[src/sv/assert_macros.svh]
// ----------------------------------------------------------------------------
// assert_macros.svh
// Assertion shorthands for the keyboard translator; clocked on clk, reset rst_n
// ----------------------------------------------------------------------------
`ifndef ASSERT_MACROS_SVH
`define ASSERT_MACROS_SVH

// same-cycle implication
`define ASSERT_SAME(lbl, ante, cons, msg) \
    lbl: assert property (@(posedge clk) disable iff (!rst_n) (ante) |-> (cons)) \
        else $error(msg);

// next-cycle implication
`define ASSERT_NEXT(lbl, ante, cons, msg) \
    lbl: assert property (@(posedge clk) disable iff (!rst_n) (ante) |=> (cons)) \
        else $error(msg);

`endif

[src/sv/hka_pkg.sv]
// ----------------------------------------------------------------------------
// hka_pkg
// Usage codes, lock bits, character tables and shared types
// ----------------------------------------------------------------------------
`timescale 1ns / 1ps
`default_nettype none

package hka_pkg;

    // hid usage codes
    localparam logic [7:0] USAGE_A          = 8'h04;
    localparam logic [7:0] USAGE_Z          = 8'h1D;
    localparam logic [7:0] USAGE_1          = 8'h1E;
    localparam logic [7:0] USAGE_0          = 8'h27;
    localparam logic [7:0] USAGE_ENTER      = 8'h28;
    localparam logic [7:0] USAGE_TAB        = 8'h2B;
    localparam logic [7:0] USAGE_SLASH      = 8'h38;
    localparam logic [7:0] USAGE_CAPSLOCK   = 8'h39;
    localparam logic [7:0] USAGE_SCROLLLOCK = 8'h47;
    localparam logic [7:0] USAGE_NUMLOCK    = 8'h53;

    // left and right shift in the modifier byte
    localparam logic [7:0] SHIFT_MASK = 8'h22;

    // lock led bits
    localparam logic [2:0] LOCK_NUM    = 3'b001;
    localparam logic [2:0] LOCK_CAPS   = 3'b010;
    localparam logic [2:0] LOCK_SCROLL = 3'b100;

    localparam logic [6:0] ASCII_CR = 7'h0D;

    // one translated transaction
    typedef struct packed {
        logic       char_valid;
        logic [6:0] char_code;
        logic [2:0] lock_leds;
        logic       leds_changed;
    } hka_result_t;

    // digit row, index 0 is the '1' key
    function automatic logic [6:0] digit_char(input logic [3:0] idx, input logic shift);
        logic [6:0] ch;
        begin
            case (idx)
                4'd0:    ch = shift ? 7'h21 : 7'h31; // ! 1
                4'd1:    ch = shift ? 7'h40 : 7'h32; // @ 2
                4'd2:    ch = shift ? 7'h23 : 7'h33; // # 3
                4'd3:    ch = shift ? 7'h24 : 7'h34; // $ 4
                4'd4:    ch = shift ? 7'h25 : 7'h35; // % 5
                4'd5:    ch = shift ? 7'h5E : 7'h36; // ^ 6
                4'd6:    ch = shift ? 7'h26 : 7'h37; // & 7
                4'd7:    ch = shift ? 7'h2A : 7'h38; // * 8
                4'd8:    ch = shift ? 7'h28 : 7'h39; // ( 9
                4'd9:    ch = shift ? 7'h29 : 7'h30; // ) 0
                default: ch = 7'h00;
            endcase
            return ch;
        end
    endfunction

    // punctuation keys, index 0 is tab
    function automatic logic [6:0] punct_char(input logic [3:0] idx, input logic shift);
        logic [6:0] ch;
        begin
            case (idx)
                4'd0:    ch = 7'h09;                 // tab
                4'd1:    ch = 7'h20;                 // space
                4'd2:    ch = shift ? 7'h5F : 7'h2D; // _ -
                4'd3:    ch = shift ? 7'h2B : 7'h3D; // + =
                4'd4:    ch = shift ? 7'h7B : 7'h5B; // { [
                4'd5:    ch = shift ? 7'h7D : 7'h5D; // } ]
                4'd6:    ch = shift ? 7'h7C : 7'h5C; // | backslash
                4'd7:    ch = shift ? 7'h7E : 7'h23; // ~ # (non-us hash)
                4'd8:    ch = shift ? 7'h3A : 7'h3B; // : ;
                4'd9:    ch = shift ? 7'h22 : 7'h27; // double and single quote
                4'd10:   ch = shift ? 7'h7E : 7'h60; // ~ grave
                4'd11:   ch = shift ? 7'h3C : 7'h2C; // < ,
                4'd12:   ch = shift ? 7'h3E : 7'h2E; // > .
                4'd13:   ch = shift ? 7'h3F : 7'h2F; // ? /
                default: ch = 7'h00;
            endcase
            return ch;
        end
    endfunction

endpackage

`default_nettype wire

[src/sv/hka_decode.sv]
// ----------------------------------------------------------------------------
// hka_decode
// Combinational key translation and lock toggle for one report
// ----------------------------------------------------------------------------
`timescale 1ns / 1ps
`default_nettype none

module hka_decode
    import hka_pkg::*;
(
    input  wire logic [7:0]  modifier_bits,
    input  wire logic [7:0]  key_usage,
    input  wire logic [2:0]  lock_state,
    output hka_result_t      res,
    output logic      [2:0]  lock_next
);

    logic       shift;
    logic       caps;
    logic [7:0] letter_sum;
    logic [3:0] digit_idx;
    logic [3:0] punct_idx;
    logic [7:0] digit_off;
    logic [7:0] punct_off;
    logic [2:0] toggle;

    assign shift     = (modifier_bits & SHIFT_MASK) != 8'h00;
    assign caps      = (lock_state & LOCK_CAPS) != 3'b000;
    assign digit_off = key_usage - USAGE_1;
    assign punct_off = key_usage - USAGE_TAB;
    assign digit_idx = digit_off[3:0];
    assign punct_idx = punct_off[3:0];

    // 'A' + (key - USAGE_A), plus the case offset for lower case
    assign letter_sum = key_usage + 8'(7'h41) - USAGE_A + ((shift == caps) ? 8'h20 : 8'h00);

    // character select
    always_comb
    begin
        res.char_valid = 1'b0;
        res.char_code  = 7'h00;
        toggle         = 3'b000;
        if (key_usage >= USAGE_A && key_usage <= USAGE_Z)
        begin
            res.char_valid = 1'b1;
            res.char_code  = letter_sum[6:0];
        end
        else if (key_usage >= USAGE_1 && key_usage <= USAGE_0)
        begin
            res.char_valid = 1'b1;
            res.char_code  = digit_char(digit_idx, shift);
        end
        else if (key_usage >= USAGE_TAB && key_usage <= USAGE_SLASH)
        begin
            res.char_valid = 1'b1;
            res.char_code  = punct_char(punct_idx, shift);
        end
        else if (key_usage == USAGE_ENTER)
        begin
            res.char_valid = 1'b1;
            res.char_code  = ASCII_CR;
        end
        else if (key_usage == USAGE_CAPSLOCK)
        begin
            toggle = LOCK_CAPS;
        end
        else if (key_usage == USAGE_NUMLOCK)
        begin
            toggle = LOCK_NUM;
        end
        else if (key_usage == USAGE_SCROLLLOCK)
        begin
            toggle = LOCK_SCROLL;
        end
        // leds after this transaction
        res.lock_leds    = lock_state ^ toggle;
        res.leds_changed = toggle != 3'b000;
    end

    // lock update
    assign lock_next = lock_state ^ toggle;

endmodule

`default_nettype wire

[src/sv/hka_out_stage.sv]
// ----------------------------------------------------------------------------
// hka_out_stage
// Result register holding one translated transaction until taken
// ----------------------------------------------------------------------------
`timescale 1ns / 1ps
`default_nettype none

module hka_out_stage
    import hka_pkg::*;
(
    input  wire logic        clk,
    input  wire logic        rst_n,
    input  wire logic        load,
    input  wire hka_result_t res,
    input  wire logic        out_stall,
    output logic             out_valid,
    output logic             room,
    output hka_result_t      res_out
);

    logic        valid_reg;
    logic        valid_next;
    hka_result_t res_reg;

    // register frees when empty or being taken
    assign room       = !valid_reg || !out_stall;
    assign valid_next = load ? 1'b1 : (room ? 1'b0 : valid_reg);

    // valid flag
    always_ff @(posedge clk or negedge rst_n)
    begin
        if (!rst_n)
        begin
            valid_reg <= 1'b0;
        end
        else
        begin
            valid_reg <= valid_next;
        end
    end

    // payload
    always_ff @(posedge clk)
    begin
        if (load)
        begin
            res_reg <= res;
        end
    end

    assign out_valid = valid_reg;
    assign res_out   = res_reg;

endmodule

`default_nettype wire

[src/sv/hid_key_to_ascii.sv]
// ----------------------------------------------------------------------------
// hid_key_to_ascii
// HID boot keyboard report to ASCII translator with lock led tracking
// ----------------------------------------------------------------------------
//  channel | handshake           | payload
//  input   | in_valid, in_stall  | modifier_bits, key_usage
//  output  | out_valid, out_stall| char_valid, char_code, lock_leds, leds_changed
//
//  One transaction per cycle sustained while out_stall is low; a transaction
//  passes the input register, then is translated into the result register.
//  Lock state updates as a transaction moves into the result register.
//  Reset clears the lock state (all leds off) and both valid flags.
//  A stalled result holds; the input register still takes one transaction.
// ----------------------------------------------------------------------------
`timescale 1ns / 1ps
`default_nettype none
`include "assert_macros.svh"

module hid_key_to_ascii
    import hka_pkg::*;
(
    input  wire logic       clk,
    input  wire logic       rst_n,
    input  wire logic       in_valid,
    output logic            in_stall,
    input  wire logic [7:0] modifier_bits,
    input  wire logic [7:0] key_usage,
    output logic            out_valid,
    input  wire logic       out_stall,
    output logic            char_valid,
    output logic [6:0]      char_code,
    output logic [2:0]      lock_leds,
    output logic            leds_changed
);

    logic        s1_valid_reg;
    logic        s1_valid_next;
    logic [7:0]  mods_reg;
    logic [7:0]  key_reg;
    logic [2:0]  lock_state_reg;
    logic [2:0]  lock_state_next;
    logic [2:0]  lock_calc;
    logic        room;
    logic        s1_adv;
    logic        in_acc;
    hka_result_t res;
    hka_result_t res_out;

    // pipeline flow
    assign s1_adv        = s1_valid_reg && room;
    assign in_stall      = s1_valid_reg && !room;
    assign in_acc        = in_valid && !in_stall;
    assign s1_valid_next = in_acc ? 1'b1 : (s1_adv ? 1'b0 : s1_valid_reg);

    // input register control
    always_ff @(posedge clk or negedge rst_n)
    begin
        if (!rst_n)
        begin
            s1_valid_reg <= 1'b0;
        end
        else
        begin
            s1_valid_reg <= s1_valid_next;
        end
    end

    // input register payload
    always_ff @(posedge clk)
    begin
        if (in_acc)
        begin
            mods_reg <= modifier_bits;
            key_reg  <= key_usage;
        end
    end

    // lock leds
    assign lock_state_next = s1_adv ? lock_calc : lock_state_reg;

    always_ff @(posedge clk or negedge rst_n)
    begin
        if (!rst_n)
        begin
            lock_state_reg <= 3'b000;
        end
        else
        begin
            lock_state_reg <= lock_state_next;
        end
    end

    hka_decode u_decode (
        .modifier_bits (mods_reg),
        .key_usage     (key_reg),
        .lock_state    (lock_state_reg),
        .res           (res),
        .lock_next     (lock_calc)
    );

    hka_out_stage u_out (
        .clk       (clk),
        .rst_n     (rst_n),
        .load      (s1_adv),
        .res       (res),
        .out_stall (out_stall),
        .out_valid (out_valid),
        .room      (room),
        .res_out   (res_out)
    );

    assign char_valid   = res_out.char_valid;
    assign char_code    = res_out.char_code;
    assign lock_leds    = res_out.lock_leds;
    assign leds_changed = res_out.leds_changed;

    // checks
    `ASSERT_SAME(a_no_char_zero, out_valid && !char_valid, char_code == 7'h00,
        "char_code nonzero without a character")
    `ASSERT_NEXT(a_lock_change, s1_adv,
        (lock_state_reg != $past(lock_state_reg)) == $past(res.leds_changed),
        "lock state change disagrees with leds_changed")
    `ASSERT_NEXT(a_leds_track, s1_adv, lock_leds == lock_state_reg,
        "reported leds differ from lock state")
    `ASSERT_SAME(a_full_stall, s1_valid_reg && out_valid && out_stall, in_stall,
        "input taken with both stages full")

endmodule

`default_nettype wire

[config.mk]
export PLATFORM = sky130hd
export DESIGN_NAME = hid_key_to_ascii
export DESIGN_NICKNAME = d
export VERILOG_FILES = /design/src/sv/hka_pkg.sv /design/src/sv/hka_decode.sv /design/src/sv/hka_out_stage.sv /design/src/sv/hid_key_to_ascii.sv
export VERILOG_INCLUDE_DIRS = /design/src /design/src/sv
export SDC_FILE = /design/constraint.sdc
export NUM_CORES = 1
export LEC_CHECK = 0
export ABC_AREA = 1
export BUFFER_PORTS_ARGS = -buffer_cell sky130_fd_sc_hd__buf_2
export CAP_MARGIN = 20
export CORE_UTILIZATION = 57
export DETAILED_ROUTE_END_ITERATION = 10
export HOLD_SLACK_MARGIN = 0.15
export PLACE_DENSITY = 0.79
export SYNTH_ARGS = -nofsm -noshare
export SYNTH_HDL_FRONTEND = slang
export SYNTH_SLANG_ARGS = --single-unit
[constraint.sdc]
create_clock -name clk -period 2.85 [get_ports clk]
set_input_delay 0.285 -clock clk [delete_from_list [all_inputs] [get_ports clk]]
set_output_delay 0.285 -clock clk [all_outputs]
set_load 0.02 [all_outputs]
Word level (Yosys, flattened, before mapping)
Cells that the tools add are included.
- flip-flop bits (word level): 31
- output and inout port bits: 14
- input bits: 20
- logic and storage cells: 106
- magnitude comparators: 6
- reductions and logical operators: 18
- equality and inequality tests: 27
- add/subtract/negate cells: 5
- multiplexer cells: 40
- bitwise logic cells: 1
- operator list (kind ; number):
    $pmux 7 s14 ; 1
    $pmux 7 s10 ; 1
    $mux 5 ; 13
    $mux 7 ; 7
    $eq 4x3->1 const B ; 8
    $eq 4x4->1 const B ; 8
    $mux 3 ; 8
    $mux 6 ; 4
    $eq 4x2->1 const B ; 4
    $eq 8x6->1 const B ; 2
    $eq 8x7->1 const B ; 2
    $le 8x6->1 const B ; 2
    $eq 4x1->1 const B ; 2
    $ge 8x3->1 const B ; 1
    $ge 8x5->1 const B ; 1
    $ge 8x6->1 const B ; 1
    $le 8x5->1 const B ; 1
    $logic_not 4->1 ; 2
    $mux 8 ; 1
    $reduce_bool 8->1 ; 1
    $sub 4x4->4 const B ; 2
    $add 7x7->7 ; 1
    $add 7x7->7 const B ; 1
    $sub 7x3->7 const B ; 1
    other kinds (9) ; 22

Longest topological paths before layout
- word-level depth: 9
- gate-level depth with buffers: 15
- gate-level depth less buffers: 15

By module
From an unflattened synthesis, not the netlist that was laid out.
- cell total of the unflattened synthesis: 310
- area, all modules: 2489.9 µm²
- modules (own cells, without submodules) (module ; cells an instance ; area each (µm²) ; instances ; seq. area each (µm²)):
    hka_decode ; 257 ; 1437.6 ; 1 ; 0.0
    hid_key_to_ascii ; 37 ; 650.6 ; 1 ; 580.6
    hka_out_stage ; 16 ; 401.6 ; 1 ; 385.4

Worst setup path after synthesis
No wires, ideal clock.
- path type: reg2reg
- from: reg mods_reg[5]
- to: reg u_out.res_reg (netlist bit u_out.res_out[10]), data pin
- data required time: 2598 ps
- data arrival time: 1942 ps
- setup time: 252 ps
- buffers on the path: 1
- stages on the path, launching flop included: 11
- slack: 655 ps
- path through: edfxtp_1 -> or2_2 -> clkbuf_1 -> xor2_1 -> ha_1 -> inv_1 -> ha_1 -> a21oi_1 -> xor2_1 -> nand2_1 -> nand2_1
- RTL lines (item ; RTL line ; source):
    start, declared ; hid_key_to_ascii.sv:38 ; logic [7:0] mods_reg;
    start signal, assigned ; hid_key_to_ascii.sv:73 ; mods_reg <= modifier_bits;
    end signal, assigned ; hka_out_stage.sv:47 ; res_reg <= res;
    end, declared ; hka_out_stage.sv:23 ; hka_result_t res_reg;

==> summary.md <==
| Metric | Value |
|---|---|
| Chip height | `approximately 64 um` |
| Grt met2 use | `roughly 45%` |
| Final period util | `between 80% and 90%` |
| Largest net degree at the start of global routing | `19` |
| Avg Vias per Cell | `between 5 and 6` |
| Setup TNS | `0 ns` |
| Fin Clk Skew | `~0.0032 ns` |
| RSZ-0062 raised after global routing | `no` |
| Share of post-route cells with drive strength above 1 | `between 15 and 20%` |
| First-pass iteration count of the detailed router | `5` |
| DR vias | `2050` |
| Max reg flops | `12` |
| Routed wire length | `approximately 4.9 mm` |
| Grt ovf | `0` |
| WL/cell | `13.2 um` |
| Max_cap viols | `0` |
| Clock Tree Buf Depth | `2` |
| Final Cell Area | `roughly 0.0024 mm^2` |
| Total global-route track usage | `26.7%` |
| Kind of end point of the critical path | `flip-flop` |
| Min-delay worst type | `in2reg` |
| Arr. time, crit path | `between 2 and 2.5 ns` |
| Asr flop ratio synth | `a little under a fifth` |
| Drt drc | `0` |
| Post-Syn Area | `around 0.0022 mm^2` |
| Pleak | `between 1 and 1.5 nW` |
| Final hold vios | `0` |
| Post-synth EDFFs | `22` |
| Crit Path Max Fanout | `9` |
| Vias in the first global route | `between 1500 and 2000` |
| Final ANT Viol Nets | `0` |
| Syn_area_per_cell | `7.40 um^2` |
| Crit-path cells | `ha_1 > ha_1 > inv_2 > nand3_1 > nand2_1 > nor2_1 > nand3_1 > nand3_1 > a21oi_1` |
| Post-DP HPWL | `3.87 mm` |
| Sequential share of the synthesized area | `between 30% and 40%` |
| Core area | `0.00369 mm^2` |
| Post-DP Area | `around 0.0024 mm^2` |
| Hold slack | `0.179 ns` |
| Ranking of synthesized cells by area | `edfxtp_1, nand2_1, ha_1` |
| Clk root buf | `clkbuf_8` |
| Initial Util | `between 50% and 60%` |
| Die Wd | `about 64 um` |
| Row count | `22` |
| # clock sinks | `27` |
| Syn. warnings | `0` |
| Synth top area share | `between 30% and 40%` |
| Post-CTS sizing | `0` |
| Status | `completed` |
| Antenna violations before repair | `0` |
| H-tree depth | `1` |
| PwrDens | `between 400 and 500 mW/mm^2` |
| Clock-pin slew on the worst setup and hold paths | `around 0.090 ns` |
| Critical Path Source Type | `flip-flop` |
| First-pass GRT wire length | `8.35 mm` |
| Met3 GRT Util | `between 4 and 5%` |
| CP Class | `reg2reg` |
| Most frequent CP cell | `nand3_1` |
| Port Buf Inserts | `27` |
| Final Max Tran Viols | `0` |
| Post-Synthesis Cells | `about 300` |
| Yosys cell types | `29` |
| CTS tree | `yes` |
| Worst skew pair latency | `around 0.27 ns` |
| P&R area growth vs syn | `10.9%` |
| Primary FF master, synth | `edfxtp_1` |
| Die area | `between 0.004 and 0.005 mm^2` |
| Commonest cells post-synth | `nand2_1, nor2_1, nand3_1, inv_1, edfxtp_1` |
| Critical path's largest stage delay | `around 0.5 ns` |
| Number of buffers created by CTS | `3` |
| IO Pins | `34` |
| Critical Path RT | `2.88 ns` |
| Synth Register Bits | `27` |
| Most common cell in the netlist | `nand2_1` |
| Worst IR drop on VDD | `approximately 0.33 mV` |
| Fillers | `341` |
| Tmin final | `approximately 2.3 ns` |
| Final setup violation count | `0` |
| Starting DRC count in detailed routing | `~160` |
| Top Usage Layer GRT | `met2` |
| Fmax | `around 430 MHz` |
| Placer Congestion | `approximately 0.94` |
| Met1 Usage GRT | `34.9%` |
| Largest area contributor in the netlist | `edfxtp_1` |
| CP max-delay cell | `ha_1` |
| Worst-Margin Slew | `0.392 ns` |
| Fin nets | `365` |
| Antenna Cells | `0` |
| Worst slew margin | `between 70% and 80%` |
| Syn nets | `about 340` |
## kinds of logic after synthesis
logic type,after synthesis,share of synthesized area (%)
and+or+nand+nor,167,33.9
buffers and inverters,40,7.35
AOI/OAI and AO/OA,37,9.17
DFF,27,35.8
adders and majority gates,18,10.3
xor gates and xnor gates,8,3.53
## metrics by stage
step	power, mW	worst slack, ns	instances	utilization (%)
floorplan	0.837	0.655	297	-
global placement	0.937	0.616	369	64.5
detailed placement	0.947	0.567	369	64.5
CTS	1.17	0.550	374	66.1
global route	1.24	0.309	374	66.1
finish	1.17	0.526	374	66.1
## layer usage
layer  vias to the layer above  wire length (um)
met3                         8               316
met4                         0                99
li1                       1038                 -
met5                         -                 0
met2                        83              2320
met1                       921              2200
## layout by cell type (no fill, tap or decap), drive strengths merged, types with 3 or more instances in the layout
| cell type | instances |
|---|---|
| nand2 | 82 |
| nor2 | 39 |
| inv | 34 |
| nand3 | 31 |
| buf | 29 |
| edfxtp | 22 |
| ha | 18 |
| a21oi | 16 |
| o21ai | 16 |
| nand4 | 10 |
| xor2 | 7 |
| dfrtp | 5 |
| o211ai | 4 |
| nor3 | 4 |
| clkbuf | 3 |
## area by class of cell
| type | count | area, um^2 | share of cell area [%] |
|---|---|---|---|
| multi-input cells | 230 | 1250 | 51.3 |
| flip-flops and latches | 27 | 786 | 32.2 |
| repair buffers | 30 | 160 | 6.57 |
| inverters | 35 | 133 | 5.44 |
| well taps | 48 | 60.1 | 2.46 |
| clock buffers | 3 | 41.3 | 1.69 |
| clock inverters | 1 | 7.51 | 0.308 |
## worst max-delay path, delay by kind of cell (launching register included)
| kind | cells | cell delay [ns] |
|---|---|---|
| compound gates | 1 | 0.07 |
| simple gates | 5 | 0.62 |
| buf+inv | 1 | 0.18 |
| flops | 1 | 0.47 |
| fa+ha+maj | 2 | 0.75 |
## where the power goes
part / switching (mW) / internal (mW) / leakage (nW)
registers: 0.0254 / 0.492 / 0.279
clock network: 0.124 / 0.0994 / 0.0217
logic: 0.285 / 0.142 / 0.933
total: 0.435 / 0.733 / 1.23
## what timing repair did
action	4_1_cts	5_1_grt
hold buffers	1	0
setup buffers	0	0
endpoints found under the setup margin	0	0
endpoints found under the hold margin	5	0
## final timing paths
| check | slack (ns) | cells after the start | endpoint | start |
|---|---|---|---|---|
| min | 0.18 | 1 | mods_reg[1]$_DFFE_PP_ | modifier_bits[1] |
| max | 0.53 | 9 | u_out.res_out[4]$_DFFE_PP_ | key_reg[0]$_DFFE_PP_ |
| min reg2reg | 0.50 | 2 | u_out.out_valid$_DFFE_PN0P_ | s1_valid_reg$_DFFE_PN0P_ |
| max in group asynchronous | 2.37 | 2 | lock_state_reg[1]$_DFFE_PN0P_ | rst_n |
| min in group asynchronous | 0.35 | 2 | lock_state_reg[0]$_DFFE_PN0P_ | rst_n |
| max reg2reg | 0.53 | 9 | u_out.res_out[4]$_DFFE_PP_ | key_reg[0]$_DFFE_PP_ |
Power figures use the tool's default switching activity.
